**config.mk**
```make
export PLATFORM = sky130hd
export DESIGN_NAME = three_rotor_reflector_cipher
export DESIGN_NICKNAME = d
export VERILOG_FILES = /design/src/rtl/trrc_pkg.sv /design/src/rtl/three_rotor_reflector_cipher.sv /design/src/rtl/trrc_cfg.sv /design/src/rtl/trrc_pos.sv /design/src/rtl/trrc_scramble.sv
export VERILOG_INCLUDE_DIRS = /design/src /design/src/rtl
export SDC_FILE = /design/constraint.sdc
export NUM_CORES = 1
export LEC_CHECK = 0
export ABC_AREA = 1
export BUFFER_PORTS_ARGS = -buffer_cell sky130_fd_sc_hd__buf_2
export CAP_MARGIN = 20
export CORE_MARGIN = 2
export CORE_UTILIZATION = 35
export CTS_BUF_LIST = sky130_fd_sc_hd__clkbuf_8
export DETAILED_ROUTE_END_ITERATION = 10
export REMOVE_ABC_BUFFERS = 1
export SETUP_SLACK_MARGIN = 0.1
export SLEW_MARGIN = 20
export SYNTH_ARGS = -nofsm -noshare
export SYNTH_HDL_FRONTEND = slang
export SYNTH_HIERARCHICAL = 1
export SYNTH_SLANG_ARGS = --single-unit
```
**constraint.sdc**
```tcl
create_clock -name clk -period 14.8 [get_ports clk]
set_input_delay 4.44 -clock clk [delete_from_list [all_inputs] [get_ports clk]]
set_output_delay 4.44 -clock clk [all_outputs]
set_load 0.005 [all_outputs]
```
**src/rtl/three_rotor_reflector_cipher_assert.svh**
```systemverilog
// Assertion macros shared by the cipher RTL.
// Each macro samples on the rising edge of clk and is disabled while rst_n is low.
`ifndef THREE_ROTOR_REFLECTOR_CIPHER_ASSERT_SVH
`define THREE_ROTOR_REFLECTOR_CIPHER_ASSERT_SVH

// Condition that must hold in the same cycle.
`define TRRC_ASSERT_NOW(label, cond, msg) \
    label: assert property (@(posedge clk) disable iff (!rst_n) (cond)) else $error(msg);

// Antecedent in one cycle implies the consequent in the next.
`define TRRC_ASSERT_NEXT(label, ante, cons, msg) \
    label: assert property (@(posedge clk) disable iff (!rst_n) (ante) |=> (cons)) \
        else $error(msg);

`endif

```
**src/rtl/trrc_pkg.sv**
```systemverilog
`timescale 1ns / 1ps

package trrc_pkg;

    localparam int LETTERS = 26;

    typedef logic [4:0] letter_t;
    typedef logic [1:0] cfg_index_t;

    typedef struct packed {
        letter_t first;
        letter_t second;
        letter_t third;
    } pos_set_t;

    // Configuration register indexes
    localparam cfg_index_t CFG_FIRST_START  = 2'd0;
    localparam cfg_index_t CFG_SECOND_START = 2'd1;
    localparam cfg_index_t CFG_THIRD_START  = 2'd2;

    // Forward rotor wirings
    localparam letter_t ROTOR_A [LETTERS] = '{
        5'd8, 5'd17, 5'd2, 5'd11, 5'd7, 5'd5, 5'd15, 5'd9, 5'd10, 5'd19, 5'd12, 5'd13, 5'd1,
        5'd4, 5'd16, 5'd21, 5'd24, 5'd3, 5'd6, 5'd22, 5'd18, 5'd0, 5'd20, 5'd14, 5'd25, 5'd23};
    localparam letter_t ROTOR_B [LETTERS] = '{
        5'd22, 5'd0, 5'd18, 5'd20, 5'd7, 5'd4, 5'd15, 5'd12, 5'd21, 5'd6, 5'd5, 5'd13, 5'd9,
        5'd2, 5'd17, 5'd10, 5'd8, 5'd3, 5'd24, 5'd23, 5'd19, 5'd25, 5'd1, 5'd16, 5'd11, 5'd14};
    localparam letter_t ROTOR_C [LETTERS] = '{
        5'd5, 5'd17, 5'd0, 5'd9, 5'd18, 5'd6, 5'd23, 5'd24, 5'd22, 5'd20, 5'd1, 5'd12, 5'd2,
        5'd21, 5'd4, 5'd15, 5'd13, 5'd7, 5'd10, 5'd11, 5'd3, 5'd16, 5'd8, 5'd14, 5'd19, 5'd25};

    // Inverse wirings for the return path
    localparam letter_t ROTOR_A_INV [LETTERS] = '{
        5'd21, 5'd12, 5'd2, 5'd17, 5'd13, 5'd5, 5'd18, 5'd4, 5'd0, 5'd7, 5'd8, 5'd3, 5'd10,
        5'd11, 5'd23, 5'd6, 5'd14, 5'd1, 5'd20, 5'd9, 5'd22, 5'd15, 5'd19, 5'd25, 5'd16, 5'd24};
    localparam letter_t ROTOR_B_INV [LETTERS] = '{
        5'd1, 5'd22, 5'd13, 5'd17, 5'd5, 5'd10, 5'd9, 5'd4, 5'd16, 5'd12, 5'd15, 5'd24, 5'd7,
        5'd11, 5'd25, 5'd6, 5'd23, 5'd14, 5'd2, 5'd20, 5'd3, 5'd8, 5'd0, 5'd19, 5'd18, 5'd21};
    localparam letter_t ROTOR_C_INV [LETTERS] = '{
        5'd2, 5'd10, 5'd12, 5'd20, 5'd14, 5'd0, 5'd5, 5'd17, 5'd22, 5'd3, 5'd18, 5'd19, 5'd11,
        5'd16, 5'd23, 5'd15, 5'd21, 5'd1, 5'd4, 5'd24, 5'd9, 5'd13, 5'd8, 5'd6, 5'd7, 5'd25};

    localparam letter_t REFLECTOR [LETTERS] = '{
        5'd18, 5'd12, 5'd7, 5'd6, 5'd13, 5'd20, 5'd3, 5'd2, 5'd25, 5'd17, 5'd24, 5'd14, 5'd1,
        5'd4, 5'd11, 5'd23, 5'd22, 5'd9, 5'd0, 5'd21, 5'd5, 5'd19, 5'd16, 5'd15, 5'd10, 5'd8};

    // Fold a 5-bit code into 0..25
    function automatic letter_t wrap_letter(input letter_t v);
        return (v >= 5'(LETTERS)) ? letter_t'(v - 5'(LETTERS)) : v;
    endfunction

    // (v - p) mod 26, both operands already in range
    function automatic letter_t sub_mod(input letter_t v, input letter_t p);
        logic [5:0] diff;
        diff = {1'b0, v} + 6'(LETTERS) - {1'b0, p};
        return (v >= p) ? letter_t'(v - p) : diff[4:0];
    endfunction

    // (v + p) mod 26, both operands already in range
    function automatic letter_t add_mod(input letter_t v, input letter_t p);
        logic [5:0] sum;
        sum = {1'b0, v} + {1'b0, p};
        return (sum >= 6'(LETTERS)) ? letter_t'(sum - 6'(LETTERS)) : sum[4:0];
    endfunction

    function automatic letter_t step_pos(input letter_t p);
        return (p >= 5'(LETTERS - 1)) ? '0 : letter_t'(p + 5'd1);
    endfunction

endpackage

```
**src/rtl/three_rotor_reflector_cipher.sv**
```systemverilog
// Each letter is registered in stage 1 with its rotor positions, then its result in the output stage.
// Throughput: one letter per cycle while out_ready stays high; the whole rotor pass is combinational table logic.
// Reset: rotor positions and start registers return to A, both pipeline stages empty.
// A full output stage that is not being emptied back-pressures the input only when stage 1 is full too.
`timescale 1ns / 1ps
`include "three_rotor_reflector_cipher_assert.svh"

module three_rotor_reflector_cipher (
    input  logic                  clk,
    input  logic                  rst_n,
    // configuration write port
    input  logic                  cfg_we,
    input  trrc_pkg::cfg_index_t  cfg_index,
    input  trrc_pkg::letter_t     cfg_data,
    // letter input channel
    input  logic                  in_valid,
    output logic                  in_ready,
    input  trrc_pkg::letter_t     letter_in,
    input  logic                  begin_message,
    // letter output channel
    output logic                  out_valid,
    input  logic                  out_ready,
    output trrc_pkg::letter_t     letter_out
);
    import trrc_pkg::*;

    pos_set_t start_pos;
    pos_set_t cur_pos;
    letter_t  scr_result;
    logic     in_xfer;
    logic     s1_go;

    // stage 1: accepted letter with the rotor positions it is ciphered under
    logic     s1_valid_reg;
    logic     s1_valid_next;
    letter_t  s1_letter_reg;
    pos_set_t s1_pos_reg;

    // stage 2: result waiting for its transfer
    logic     out_valid_reg;
    logic     out_valid_next;
    letter_t  out_letter_reg;

    // range checks for the assertions
    logic     out_letter_ok;
    logic     s1_pos_ok;

    trrc_cfg u_cfg (
        .clk       (clk),
        .rst_n     (rst_n),
        .cfg_we    (cfg_we),
        .cfg_index (cfg_index),
        .cfg_data  (cfg_data),
        .start_pos (start_pos)
    );

    // Positions step on every input transfer, reloading first on a message start
    trrc_pos u_pos (
        .clk       (clk),
        .rst_n     (rst_n),
        .take      (in_xfer),
        .reload    (begin_message),
        .start_pos (start_pos),
        .cur_pos   (cur_pos)
    );

    trrc_scramble u_scramble (
        .letter (s1_letter_reg),
        .pos    (s1_pos_reg),
        .result (scr_result)
    );

    // Stage 1 moves on whenever the output register is free or being emptied
    assign s1_go    = s1_valid_reg && (!out_valid_reg || out_ready);
    assign in_ready = !s1_valid_reg || s1_go;
    assign in_xfer  = in_valid && in_ready;

    always_comb
    begin
        s1_valid_next = s1_valid_reg;
        if (in_xfer)
        begin
            s1_valid_next = 1'b1;
        end
        else if (s1_go)
        begin
            s1_valid_next = 1'b0;
        end
    end

    always_comb
    begin
        out_valid_next = out_valid_reg;
        if (s1_go)
        begin
            out_valid_next = 1'b1;
        end
        else if (out_ready)
        begin
            out_valid_next = 1'b0;
        end
    end

    always_ff @(posedge clk or negedge rst_n)
    begin
        if (!rst_n)
        begin
            s1_valid_reg  <= 1'b0;
            out_valid_reg <= 1'b0;
        end
        else
        begin
            s1_valid_reg  <= s1_valid_next;
            out_valid_reg <= out_valid_next;
        end
    end

    // Payload: capture on transfer, hold otherwise
    always_ff @(posedge clk)
    begin
        if (in_xfer)
        begin
            s1_letter_reg <= letter_in;
            s1_pos_reg    <= cur_pos;
        end
        if (s1_go)
        begin
            out_letter_reg <= scr_result;
        end
    end

    assign out_valid  = out_valid_reg;
    assign letter_out = out_letter_reg;

    assign out_letter_ok = (out_letter_reg < 5'(LETTERS));
    assign s1_pos_ok     = (s1_pos_reg.first < 5'(LETTERS)) && (s1_pos_reg.second < 5'(LETTERS))
                           && (s1_pos_reg.third < 5'(LETTERS));

    `TRRC_ASSERT_NOW(a_out_in_range, !out_valid_reg || out_letter_ok, "result letter out of range")
    `TRRC_ASSERT_NEXT(a_s1_to_out, s1_go, out_valid_reg, "stage 1 moved but no result")
    `TRRC_ASSERT_NEXT(a_s1_hold, s1_valid_reg && !s1_go, s1_valid_reg, "stalled letter dropped")
    `TRRC_ASSERT_NOW(a_pos_in_range, !s1_valid_reg || s1_pos_ok, "rotor position out of range")

endmodule

```
**src/rtl/trrc_cfg.sv**
```systemverilog
`timescale 1ns / 1ps

module trrc_cfg (
    input  logic                  clk,
    input  logic                  rst_n,
    input  logic                  cfg_we,
    input  trrc_pkg::cfg_index_t  cfg_index,
    input  trrc_pkg::letter_t     cfg_data,
    output trrc_pkg::pos_set_t    start_pos
);
    import trrc_pkg::*;

    pos_set_t start_reg;
    pos_set_t start_next;

    // Unknown indexes leave the registers untouched
    always_comb
    begin
        start_next = start_reg;
        if (cfg_we)
        begin
            case (cfg_index)
                CFG_FIRST_START:  start_next.first  = cfg_data;
                CFG_SECOND_START: start_next.second = cfg_data;
                CFG_THIRD_START:  start_next.third  = cfg_data;
                default:          start_next        = start_reg;
            endcase
        end
    end

    always_ff @(posedge clk or negedge rst_n)
    begin
        if (!rst_n)
        begin
            start_reg <= '0;
        end
        else
        begin
            start_reg <= start_next;
        end
    end

    assign start_pos = start_reg;

endmodule

```
**src/rtl/trrc_pos.sv**
```systemverilog
`timescale 1ns / 1ps

module trrc_pos (
    input  logic                clk,
    input  logic                rst_n,
    input  logic                take,
    input  logic                reload,
    input  trrc_pkg::pos_set_t  start_pos,
    output trrc_pkg::pos_set_t  cur_pos
);
    import trrc_pkg::*;

    pos_set_t pos_reg;
    pos_set_t pos_next;
    pos_set_t eff_pos;

    // Positions seen by the letter being taken: reloaded start values or the running set
    always_comb
    begin
        if (reload)
        begin
            eff_pos.first  = wrap_letter(start_pos.first);
            eff_pos.second = wrap_letter(start_pos.second);
            eff_pos.third  = wrap_letter(start_pos.third);
        end
        else
        begin
            eff_pos = pos_reg;
        end
    end

    // Advance all three rotors together after each letter
    always_comb
    begin
        pos_next = pos_reg;
        if (take)
        begin
            pos_next.first  = step_pos(eff_pos.first);
            pos_next.second = step_pos(eff_pos.second);
            pos_next.third  = step_pos(eff_pos.third);
        end
    end

    always_ff @(posedge clk or negedge rst_n)
    begin
        if (!rst_n)
        begin
            pos_reg <= '0;
        end
        else
        begin
            pos_reg <= pos_next;
        end
    end

    assign cur_pos = eff_pos;

endmodule

```
**src/rtl/trrc_scramble.sv**
```systemverilog
`timescale 1ns / 1ps

module trrc_scramble (
    input  trrc_pkg::letter_t   letter,
    input  trrc_pkg::pos_set_t  pos,
    output trrc_pkg::letter_t   result
);
    import trrc_pkg::*;

    letter_t in_wrapped;
    letter_t fwd_a;
    letter_t fwd_b;
    letter_t fwd_c;
    letter_t mirrored;
    letter_t back_c;
    letter_t back_b;

    always_comb
    begin
        in_wrapped = wrap_letter(letter);
        fwd_a      = ROTOR_A[sub_mod(in_wrapped, pos.first)];
        fwd_b      = ROTOR_B[sub_mod(fwd_a, pos.second)];
        fwd_c      = ROTOR_C[sub_mod(fwd_b, pos.third)];
        mirrored   = REFLECTOR[fwd_c];
        back_c     = add_mod(ROTOR_C_INV[mirrored], pos.third);
        back_b     = add_mod(ROTOR_B_INV[back_c], pos.second);
        result     = add_mod(ROTOR_A_INV[back_b], pos.first);
    end

endmodule
```
## Yosys cells after proc, flatten, opt, wreduce, memory -nomap -nowiden

Memory sizes are Yosys's and may differ from the RTL's.
Cells that the tools add are included.
W data, S select, Z words.

| word-level totals | value |
|---|---|
| memories kept | 7 |
| register bits after elaboration | 57 |
| input port bits | 18 |
| output and inout port bits | 7 |
| word-level logic and storage cells | 115 |
| ROM bits | 1120 |

Memory list:

| memory | depth | width | rd ports | clocked after memory_dff | write ports | line | source |
|---|---|---|---|---|---|---|---|
| (no name shown) | 32 | 5 | 1 | 0 | 0 | trrc_scramble.sv:22 | `fwd_b = ROTOR_B[sub_mod(fwd_a, pos.second)];` |
| (no name shown) | 32 | 5 | 1 | 0 | 0 | trrc_scramble.sv:23 | `fwd_c = ROTOR_C[sub_mod(fwd_b, pos.third)];` |
| (no name shown) | 32 | 5 | 1 | 0 | 0 | trrc_scramble.sv:24 | `mirrored = REFLECTOR[fwd_c];` |
| (no name shown) | 32 | 5 | 1 | 0 | 0 | trrc_scramble.sv:25 | `back_c = add_mod(ROTOR_C_INV[mirrored], pos.third);` |
| (no name shown) | 32 | 5 | 1 | 0 | 0 | trrc_scramble.sv:26 | `back_b = add_mod(ROTOR_B_INV[back_c], pos.second);` |
| (no name shown) | 32 | 5 | 1 | 0 | 0 | trrc_scramble.sv:27 | `result = add_mod(ROTOR_A_INV[back_b], pos.first);` |
| +1 memories | n/a | n/a | n/a | n/a | n/a | n/a |  |

| operators by class | value |
|---|---|
| bitwise operators | 7 |
| reduce and logical (&&, ||, !) cells | 12 |
| $lt $le $gt $ge | 20 |
| eq/ne operators | 2 |
| muxes and demuxes | 32 |
| add/sub/neg operators | 22 |

Operators with widths:

| cell | count |
|---|---|
| $mux W5 | 27 |
| $ge A6 B6 Y1 const B | 7 |
| $not A5 Y6 | 7 |
| $ge A5 B5 Y1 const B | 7 |
| $sub A5 B5 Y5 const B | 7 |
| $sub A5 B5 Y5 | 6 |
| $add A5 B5 Y6 | 3 |
| $ge A6 B5 Y1 const B | 3 |
| $add A5 B1 Y5 const B | 3 |
| $add A5 B5 Y5 const B | 3 |
| $ge A5 B5 Y1 | 3 |
| $mux W15 | 1 |
| $reduce_and A2 Y1 | 3 |
| $mux W1 | 4 |
| $reduce_bool A2 Y1 | 2 |
| $eq A2 B1 Y1 const B | 1 |
| $eq A2 B2 Y1 const B | 1 |
| $logic_and A1 B1 Y1 | 2 |
| $logic_not A1 Y1 | 2 |
| $logic_not A2 Y1 | 1 |
| $logic_or A1 B1 Y1 | 2 |

## Depth between registers and ports, before layout

Gate-level depths: netlist of the first run.

| depth | value |
|---|---|
| word-level depth | 48 |
| depth in mapped cells | 109 |
| mapped depth without buffers | 109 |

## By module

The synthesis of the first run kept the hierarchy.

Modules (own cells, without submodules):

| module | times used | cells each | area each (um2) | sequential area each (um2) |
|---|---|---|---|---|
| trrc_scramble | 1 | 721 | 4514.3 | 0.0 |
| trrc_pos | 1 | 244 | 1539.0 | 375.4 |
| three_rotor_reflector_cipher | 1 | 37 | 845.8 | 800.8 |
| trrc_cfg | 1 | 70 | 684.4 | 375.4 |

## Worst setup path after synthesis of the first run

No wires, ideal clock.

| timing | value |
|---|---|
| path type | reg2reg |
| start point | register s1_letter_reg[2] |
| end point | register out_letter_reg[3], in the netlist letter_out[3], data pin |
| cell stages (with the launch flop) | 96 |
| path slack | 439 ps |
| library setup time | 258 ps |
| period minus slack after synthesis | 14361 ps |
| data arrival time | 14103 ps |
| path through | edfxtp_1 nor4_1 a21oi_1 nor2_1 xor2_1 ha_1 a21oi_1 o21bai_1 a21oi_1 o21ai_0 a21oi_1 xnor2_1 ha_1 o21ai_0 o21ai_0 nand2_1 o21a_1 inv_1 (+60 left out) nand2_1 nand2_2 xnor2_1 inv_1 ha_1 or2_2 a21oi_1 o31ai_1 ha_1 a21oi_1 inv_1 a31oi_1 or2_2 nand2_1 a21oi_1 nand2_1 a21oi_1 xnor2_1 |

| between the ends | value |
|---|---|
| word-level cells in the longest chain between the ends | 48 |
| elaborated cells on any way between the ends | 58 |
| those cells by class | add/sub: 16; order compare: 7; mux: 21; bitwise: 7; memory: 7 |

RTL lines:

| element | line | source |
|---|---|---|
| from (decl) | three_rotor_reflector_cipher.sv:36 | `letter_t s1_letter_reg;` |
| from (signal assigned) | three_rotor_reflector_cipher.sv:123 | `s1_letter_reg <= letter_in;` |
| $sub A5 B5 Y5 or $ge A5 B5 Y1 (tied branches) | trrc_pkg.sv:49 | `return (v >= 5'(LETTERS)) ? letter_t'(v - 5'(LETTERS)) : v;` |
| $mux W5 * | trrc_pkg.sv:49 |  |
| $add A5 B5 Y5 | trrc_pkg.sv:55 | `diff = {1'b0, v} + 6'(LETTERS) - {1'b0, p};` |
| $sub A5 B5 Y5 | trrc_pkg.sv:55 |  |
| $mux W5 * | trrc_pkg.sv:56 | `return (v >= p) ? letter_t'(v - p) : diff[4:0];` |
| $not A5 Y6 (implied by the code) * | trrc_scramble.sv:21 | `fwd_a = ROTOR_A[sub_mod(in_wrapped, pos.first)];` |
| $mem_v2 Z32 W5 * | n/a |  |
| $mux W5 (implied by the code) * (2 in series) | trrc_scramble.sv:21 |  |
| (+31 left out) | n/a |  |
| $mux W5 * | trrc_pkg.sv:63 | `return (sum >= 6'(LETTERS)) ? letter_t'(sum - 6'(LETTERS)) : sum[4:0];` |
| $not A5 Y6 (implied by the code) * | trrc_scramble.sv:27 |  |
| $mem_v2 Z32 W5 * | n/a |  |
| $mux W5 (implied by the code) * (2 in series) | trrc_scramble.sv:27 |  |
| $add A5 B5 Y6 * | trrc_pkg.sv:62 | `sum = {1'b0, v} + {1'b0, p};` |
| $sub A5 B5 Y5 or $ge A6 B5 Y1 (tied branches) | trrc_pkg.sv:63 |  |
| $mux W5 * | trrc_pkg.sv:63 |  |
| net scr_result[3] | three_rotor_reflector_cipher.sv:29 | `letter_t scr_result;` |
| to (signal assigned) | three_rotor_reflector_cipher.sv:128 | `out_letter_reg <= scr_result;` |
| to (decl) | three_rotor_reflector_cipher.sv:42 | `letter_t out_letter_reg;` |

The timed path passes the listed nets; every way through them passes the cells marked *. The select of a mux whose other input is x is not followed.
A chain may end at the register's enable or synchronous reset.

## Worst setup path in the final report of the first run

| timing | value |
|---|---|
| start point | register s1_letter_reg[3] |
| end point | register out_letter_reg[4], in the netlist letter_out[4], data pin |

The elaborated chain is that of the path after synthesis.

==> results.cfg, run 1 <==
[status]
outcome = complete, no violations

[logic_synthesis]
ys_types = 55
seq_area_frac_synth = 0.2046
syn_inst = 1072
synth_area_um2 = 7584
yosysWarnings = 6
async_flop_share = 0.5614
synth_area_per_cell_um2 = 7.074
synth_seq_cells = 57
synth_flop_cell = dfrtp_1
synth_enable_flop_cells = 25

[placement]
gp_congestion = 0.8721
place_area_um2 = 8108
hpwl_um = 12380
portBuffers = 24
pre_cts_ws_ns = -0.3537

[clock_network]
cts_tree = done
cts_root_buf = clkbuf_8
clk_latency_ns = 0.34
cts_inserted_buffers = 9
cts.sink_count = 57
clkTransAtPathRegs_ns = 0.06
cts_max_level = 3
cts_buffer_depth = 2

[critical_path]
cp.arrival_ns = 13.97
worstSetupEndpointType = flop
crit_path_start_kind = flop
worstSetupPathType = reg2reg
cp_top_family = adder cells
slowest_delay_ns = 0.53
crit_buf_inv = 11
path_common_cell = nand2_1
crit_path_top_delay_cell = fa_2
critical_path.max_fanout = 6
crit_required_ns = 14.90

[global_routing]
grt_max_degree = 33
grt_pass1_vias = 6275
grt_pass1_wl_um = 27200
grt-ovfl-total = 0
track_usage = 0.1411
grt_antenna_before_repair = 0

[cells_and_area]
area_delta_synth_final_pct = 19.65
fillers = 2100
n_antenna_cell = 0
stdcell_area_um2 = 9074
finalNetCount = 1286
final_common_cell = nand2_1
drive_gt1_frac = 0.2664
layout_common_cells = nand2_1 (284), inv_1 (127), ha_1 (87)

[timing]
worst_slew_pin_slew_ns = 0.7313
rsz0062_at_grt = yes
setup_viol = 0
max_clock_freq_mhz = 72.08
slew_violations = 0
setup_tns_ns = 0
fin_hold_ws_ns = 0.4773
fin_skew_ns = 0.008452
finalHoldViolations = 0
slew-limit-headroom = 0.5125
finalWorstPathRequiredPeriod_ns = 13.87
fin_ws_ns = 0.9257
final.period_utilization = 0.9375

[routing]
drt-pass1-iter-count = 5
detail-route-antenna-nets = 0
drc = 0
routed_via_density = 4.839
via_count = 6924
drt-total-wl_um = 16590
wl_per_cell_um = 11.60
drtIter0Drc = 321

[die]
core_um2 = 21150
fp.dieW_um = 151.2
dieArea_um2 = 22860
num_rows = 53
start_util = 0.3585
ios = 25
die_h_um = 151.2

[hold_path]
hp-class = reg2reg

[job]
drv_cap = 0
[worst reg2reg max path, delay by kind of cell (launching register included)]
family / cells / cell delay, ns
compound gates: 25 / 3.88
flops: 1 / 0.36
fa+ha+maj: 15 / 3.89
simple gates: 30 / 3.46
xor+xnor: 6 / 1.18
buf+inv: 11 / 0.79
[final timing paths]
path                                    from                 to  slack (ns)  depth (start not counted)
max reg2reg                 s1_letter_reg[3]      letter_out[4]        0.93                         87
min reg2reg                u_pos/pos_reg[13]  u_pos/pos_reg[13]        0.48                          2
min                        u_pos/pos_reg[13]  u_pos/pos_reg[13]        0.48                          2
max                         s1_letter_reg[3]      letter_out[4]        0.93                         87
max in group asynchronous              rst_n   u_pos/pos_reg[9]       10.17                          1
min in group asynchronous              rst_n  u_pos/pos_reg[12]        4.16                          1
[routing by layer]
| metal | up-vias | GRT usage | part of all wire |
|---|---|---|---|
| met1 | 3181 | 0.1943 | 0.49 |
| li1 | 3641 | - | - |
| met3 | 11 | 0.01506 | 0.024 |
| met5 | - | 0 | 0 |
| met4 | 0 | 0.03318 | 0.0084 |
| met2 | 91 | 0.2376 | 0.48 |
[cell families after synthesis]
family | synth area share
buffers and inverters | 0.09784
AND/OR/NAND/NOR | 0.3305
AO/OA/AOI/OAI | 0.1203
multiplexers | 0.001320
XOR/XNOR | 0.04158
adder cells (fa/ha/maj) | 0.2039
flip-flops | 0.2046
[area by class of cell]
class                           count  area [um2]  area share
Clock inverter                      7       31.28    0.003447
Clock buffer                        9       123.9     0.01365
Sequential cell                    57        1551      0.1710
Tap cell                          275       344.1     0.03792
Inverter                          165       639.4     0.07046
Multi-Input combinational cell    841        5849      0.6446
Timing Repair Buffer               77       534.3     0.05888
[metrics by stage]
stage,util,instances
finish,0.4289,1431
global placement,0.3833,1382
global route,0.4289,1431
floorplan,-,1061
CTS,0.3948,1402
detailed placement,0.3833,1382
[cells in the mapped netlist (all sizes together), types with 4 or more instances]
master,number,area share
a21oi,49,0.035
a31oi,6,0.0058
buf,9,0.013
dfrtp,32,0.11
edfxtp,25,0.099
fa,11,0.029
ha,106,0.17
inv,163,0.083
nand2,332,0.18
nand3,97,0.077
nand3b,4,0.0040
nand4,19,0.016
nor2,66,0.039
o211ai,4,0.0040
o21ai,66,0.048
o31ai,4,0.0040
or2,14,0.012
xnor2,16,0.018
xor2,20,0.023
[what timing repair did]
| item | 4_1_cts | 5_1_grt |
|---|---|---|
| cloned | 0 | 2 |
| endpoints found under the setup margin | 4 | 5 |
| hold buffers | 0 | 0 |
| hold endpoints to repair | 0 | 0 |
| pin swaps | 6 | 46 |
| setup buffers | 4 | 27 |
| resized for setup | 14 | 133 |
Power of run 1 is not shown: default switching activity piles up to over one toggle a cycle in this logic, so the estimate is an artifact.
==> run 2, diff against run 1 <==
--- a/config.mk
+++ b/config.mk
@@ -11,7 +11,7 @@
 export CAP_MARGIN = 20
 export CORE_MARGIN = 2
 export CORE_UTILIZATION = 35
-export CTS_BUF_LIST = sky130_fd_sc_hd__clkbuf_8
+export CTS_BUF_LIST = sky130_fd_sc_hd__clkbuf_2 sky130_fd_sc_hd__clkbuf_4 sky130_fd_sc_hd__clkbuf_8
 export DETAILED_ROUTE_END_ITERATION = 10
 export REMOVE_ABC_BUFFERS = 1
 export SETUP_SLACK_MARGIN = 0.1
==> run 2 against run 1 <==
Sequential share of layout area is essentially flat. Final cell count unchanged. Register-to-register slack about the same. Clock skew about the same. Final area about the same. Worst hold slack unchanged. Global-route usage is the same. Highest routed layer unchanged.
==> results.cfg, run 2 (synthesis gave the netlist of run 1 again) <==
[status]
outcome = complete, no violations

[clock_network]
clkTransAtPathRegs_ns = 0.06
cts_max_level = 3
cts_inserted_buffers = 9
cts_root_buf = clkbuf_8
clk_latency_ns = 0.34
cts_hold_buf = 0
cts.sink_count = 57
cts_buffer_depth = 2
cts_tree = done

[die]
start_util = 0.3585
die_h_um = 151.2
core_um2 = 21150
fp.dieW_um = 151.2
dieArea_um2 = 22860
ios = 25
num_rows = 53

[routing]
drt-pass1-iter-count = 5
dr_wl_met3_um = 464
drt-total-wl_um = 16590
via_count = 6939
detail-route-antenna-nets = 0
wl_per_cell_um = 11.60
routed_via_density = 4.849
drc = 0
met2_length_um = 7929
dr.max_layer_used = met4
wl_met1_um = 8060
drtIter0Drc = 303

[cells_and_area]
layout_common_cells = nand2_1 (284), inv_1 (125), ha_1 (87)
n_antenna_cell = 0
area_delta_synth_final_pct = 19.75
finalNetCount = 1286
fillers = 2097
final_common_cell = nand2_1
drive_gt1_frac = 0.2682

[timing]
finalWorstPathRequiredPeriod_ns = 13.87
worst_slew_pin_slew_ns = 0.7322
slew-limit-headroom = 0.5119
slew_violations = 0
finalHoldViolations = 0
max_clock_freq_mhz = 72.10
rsz0062_at_grt = yes
final.period_utilization = 0.9372
fin_skew_ns = 0.008434
fin_ws_ns = 0.9295
setup_viol = 0

[critical_path]
critical_path.max_fanout = 6
worstSetupPathType = reg2reg
crit_path_top_delay_cell = fa_2
timing.rr.end = letter_out[4]
reg2reg_from = s1_letter_reg[3]
slowest_delay_ns = 0.53
worstRegToRegCells = 87
cp.arrival_ns = 13.97
cp_top_family = adder cells
crit_buf_inv = 11
worstSetupEndpointType = flop
path_common_cell = nand2_1
crit_required_ns = 14.90
rrSetupSlack_ns = 0.93
crit_path_start_kind = flop

[global_routing]
track_usage = 0.1411
grt_antenna_before_repair = 0
grt_max_degree = 33
grt_pass1_vias = 6275
grt_pass1_wl_um = 27200
grt-ovfl-total = 0

[hold_path]
hold_depth = 2
min_from = u_pos/pos_reg[13]
hp-class = reg2reg
min_to = u_pos/pos_reg[13]

[job]
drv_cap = 0

[placement]
portBuffers = 24
pre_cts_ws_ns = -0.3537
hpwl_um = 12380
gp_congestion = 0.8721
run 2: per-stage QoR:
step | TNS, ns | std cells | util | instance area (um2) | hold slack [ns]
final | 0 | 1431 | 0.4293 | 9081 | 0.4773
after global routing | -0.3520 | 1431 | 0.4293 | 9081 | 0.5094
after CTS | 0 | 1402 | 0.3952 | 8359 | 0.4783
after detailed placement | -1.348 | 1382 | 0.3833 | 8108 | 0.4632
after global placement | -0.007195 | 1382 | 0.3833 | 8108 | 0.4546
after floorplan | 0 | 1061 | - | 7478 | 0.4407
run 2: repair_timing:
| action | in CTS | in global routing |
|---|---|---|
| gates cloned | 0 | 2 |
| buffers inserted | 4 | 27 |
| resized for setup | 14 | 133 |
| pin swaps | 6 | 46 |
| endpoints found under the setup margin | 4 | 5 |
run 2: cell type report:
| cell class | count | area, um2 | share of cell area |
|---|---|---|---|
| inverters | 165 | 639.4 | 0.07041 |
| flip-flops and latches | 57 | 1551 | 0.1708 |
| clock inverters | 5 | 23.77 | 0.002618 |
| repair buffers | 77 | 534.3 | 0.05883 |
| multi-input cells | 841 | 5849 | 0.6441 |
| well taps | 275 | 344.1 | 0.03789 |
| clock buffers | 11 | 138.9 | 0.01529 |
run 2: how the worst max path moves through the flow:
stage / start / to / slack [ns] / cells after the start
global route: s1_letter_reg[3] / letter_out[4] / -0.12 / 99
finish: s1_letter_reg[3] / letter_out[4] / 0.93 / 87
global placement: s1_letter_reg[2] / letter_out[4] / -0.007 / 98
detailed placement: s1_letter_reg[2] / letter_out[3] / -0.35 / 97
CTS: s1_letter_reg[3] / letter_out[4] / 0.12 / 97
floorplan: s1_letter_reg[2] / letter_out[3] / 0.43 / 95
run 2: layer usage:
metal | global-route usage | up-vias
li1 | - | 3640
met1 | 0.1943 | 3178
met2 | 0.2376 | 110
met3 | 0.01506 | 11
met4 | 0.03318 | 0
met5 | 0 | -
run 2: worst reg2reg max path: cells and delay by family (launching register included):
| kind | cells | cell delay, ns |
|---|---|---|
| flops | 1 | 0.36 |
| compound gates | 25 | 3.88 |
| fa+ha+maj | 15 | 3.89 |
| buf+inv | 11 | 0.79 |
| xor+xnor | 6 | 1.19 |
| simple gates | 30 | 3.45 |
Power of run 2 is left out for the same reason.
==> run 3, diff against run 2 <==
--- a/config.mk
+++ b/config.mk
@@ -10,9 +10,10 @@
 export BUFFER_PORTS_ARGS = -buffer_cell sky130_fd_sc_hd__buf_2
 export CAP_MARGIN = 20
 export CORE_MARGIN = 2
-export CORE_UTILIZATION = 35
+export CORE_UTILIZATION = 55
 export CTS_BUF_LIST = sky130_fd_sc_hd__clkbuf_2 sky130_fd_sc_hd__clkbuf_4 sky130_fd_sc_hd__clkbuf_8
 export DETAILED_ROUTE_END_ITERATION = 10
+export PLACE_DENSITY = 0.75
 export REMOVE_ABC_BUFFERS = 1
 export SETUP_SLACK_MARGIN = 0.1
 export SLEW_MARGIN = 20
==> run 3 against run 2 <==
Utilization up 24 points. Count of clock-buffer cells in the layout shrank 1. Clock skew about the same. Non-clock buffer count rose by 2. Setup slack worse by 0.38 ns. Register-to-register slack got worse by 0.38 ns. Die area shrank 36%. Flip-flop and latch count unchanged. Worst hold slack worse by 0.0048 ns. Final cell count shrank 6.9%. Critical path depth is 7 higher.
==> results.cfg, run 3 (synthesis gave the netlist of run 1 again) <==
[job]
drv_cap = 0

[critical_path]
path_common_cell = nand2_1
rrSetupSlack_ns = 0.55
slowest_delay_ns = 0.45
crit_path_start_kind = flop
critical_path.max_fanout = 8
cp.arrival_ns = 14.33
worstSetupEndpointType = flop
crit_required_ns = 14.88
worstSetupPathType = reg2reg
crit_path_top_delay_cell = ha_2

[die]
die_h_um = 121.4
core_um2 = 13350
num_rows = 42
dieArea_um2 = 14740
ios = 25
start_util = 0.5681
fp.dieW_um = 121.4

[timing]
final.period_utilization = 0.9627
fin_skew_ns = 0.008059
slew_violations = 0
worst_slew_pin_slew_ns = 0.9434
slew-limit-headroom = 0.3704
setup_viol = 0
finalHoldViolations = 0
rsz0062_at_grt = yes
setup_tns_ns = 0
finalWorstPathRequiredPeriod_ns = 14.25
fin_hold_ws_ns = 0.4726
max_clock_freq_mhz = 70.18

[hold_path]
hp-class = reg2reg

[routing]
drt-pass1-iter-count = 5
detail-route-antenna-nets = 0
wl_per_cell_um = 12.74
drt-total-wl_um = 16970
drc = 0
via_count = 7040
drtIter0Drc = 509
routed_via_density = 5.285

[clock_network]
clk_latency_ns = 0.34
clkTransAtPathRegs_ns = 0.07
cts_tree = done
cts.sink_count = 57
cts_buffer_depth = 2
cts_inserted_buffers = 9
cts_root_buf = clkbuf_8
cts_max_level = 3

[global_routing]
grt_antenna_before_repair = 0
grt-ovfl-total = 0
grt_max_degree = 33
track_usage = 0.2197
grt_pass1_wl_um = 27280
grt_pass1_vias = 6195

[cells_and_area]
n_antenna_cell = 0
fin_cells = 1332
finalNetCount = 1286
layout_common_cells = nand2_1 (282), inv_1 (125), ha_1 (85)
area_delta_synth_final_pct = 18.41
final_common_cell = nand2_1
drive_gt1_frac = 0.2673

[status]
outcome = complete, no violations

[placement]
portBuffers = 24
gp_congestion = 0.9033
dpl.cell_count = 1283
hpwl_um = 12160
run 3: repair_timing:
| action | 4_1_cts | 5_1_grt |
|---|---|---|
| gates resized for setup | 11 | 135 |
| setup buffers | 6 | 27 |
| hold endpoints to repair | 0 | 0 |
| hold buffers | 0 | 0 |
| setup endpoints to repair | 4 | 5 |
| pin swaps | 8 | 48 |
run 3: final timing paths:
path | startpoint | to | cells past startpoint
max | s1_letter_reg[2] | letter_out[3] | 94
min | u_pos/pos_reg[6] | u_pos/pos_reg[6] | 2
max reg2reg | s1_letter_reg[2] | letter_out[3] | 94
min reg2reg | u_pos/pos_reg[6] | u_pos/pos_reg[6] | 2
max in group asynchronous | rst_n | u_cfg/start_pos[7] | 1
min in group asynchronous | rst_n | out_valid | 1
run 3: through the flow:
stage          utilization  instance area, um2  setup slack, ns
2_1_floorplan            -                7478           0.4347
3_3_place_gp        0.5981                7984          0.04368
3_5_place_dp        0.5981                7984          -0.3327
4_1_cts             0.6229                8314           0.1485
5_1_grt             0.6728                8980          -0.3234
6_report            0.6728                8980           0.5519
run 3: cell type report:
class / count / area (um2)
Sequential cell: 57 / 1551
Tap cell: 176 / 220.2
Inverter: 165 / 640.6
Clock buffer: 10 / 131.4
Timing Repair Buffer: 79 / 544.3
Fill cell: 1093 / 4368
Multi-Input combinational cell: 839 / 5786
Clock inverter: 6 / 106.4
run 3: metal layers:
| metal | track usage | up-vias | wire [um] |
|---|---|---|---|
| li1 | - | 3650 | - |
| met1 | 0.3195 | 3205 | 8149 |
| met2 | 0.3532 | 166 | 7997 |
| met3 | 0.02162 | 19 | 679 |
| met4 | 0.04957 | 0 | 141 |
| met5 | 0 | - | 0 |
run 3: worst max-delay path: cells and delay by family, from the launching register on:
family | cells | cell delay, ns
AOI/OAI and AO/OA | 21 | 2.88
xor gates and xnor gates | 7 | 1.19
adders and majority gates | 14 | 3.93
buffers and inverters | 15 | 1.50
DFF | 1 | 0.44
and+or+nand+nor | 37 | 4.03
Power of run 3 is left out for the same reason.
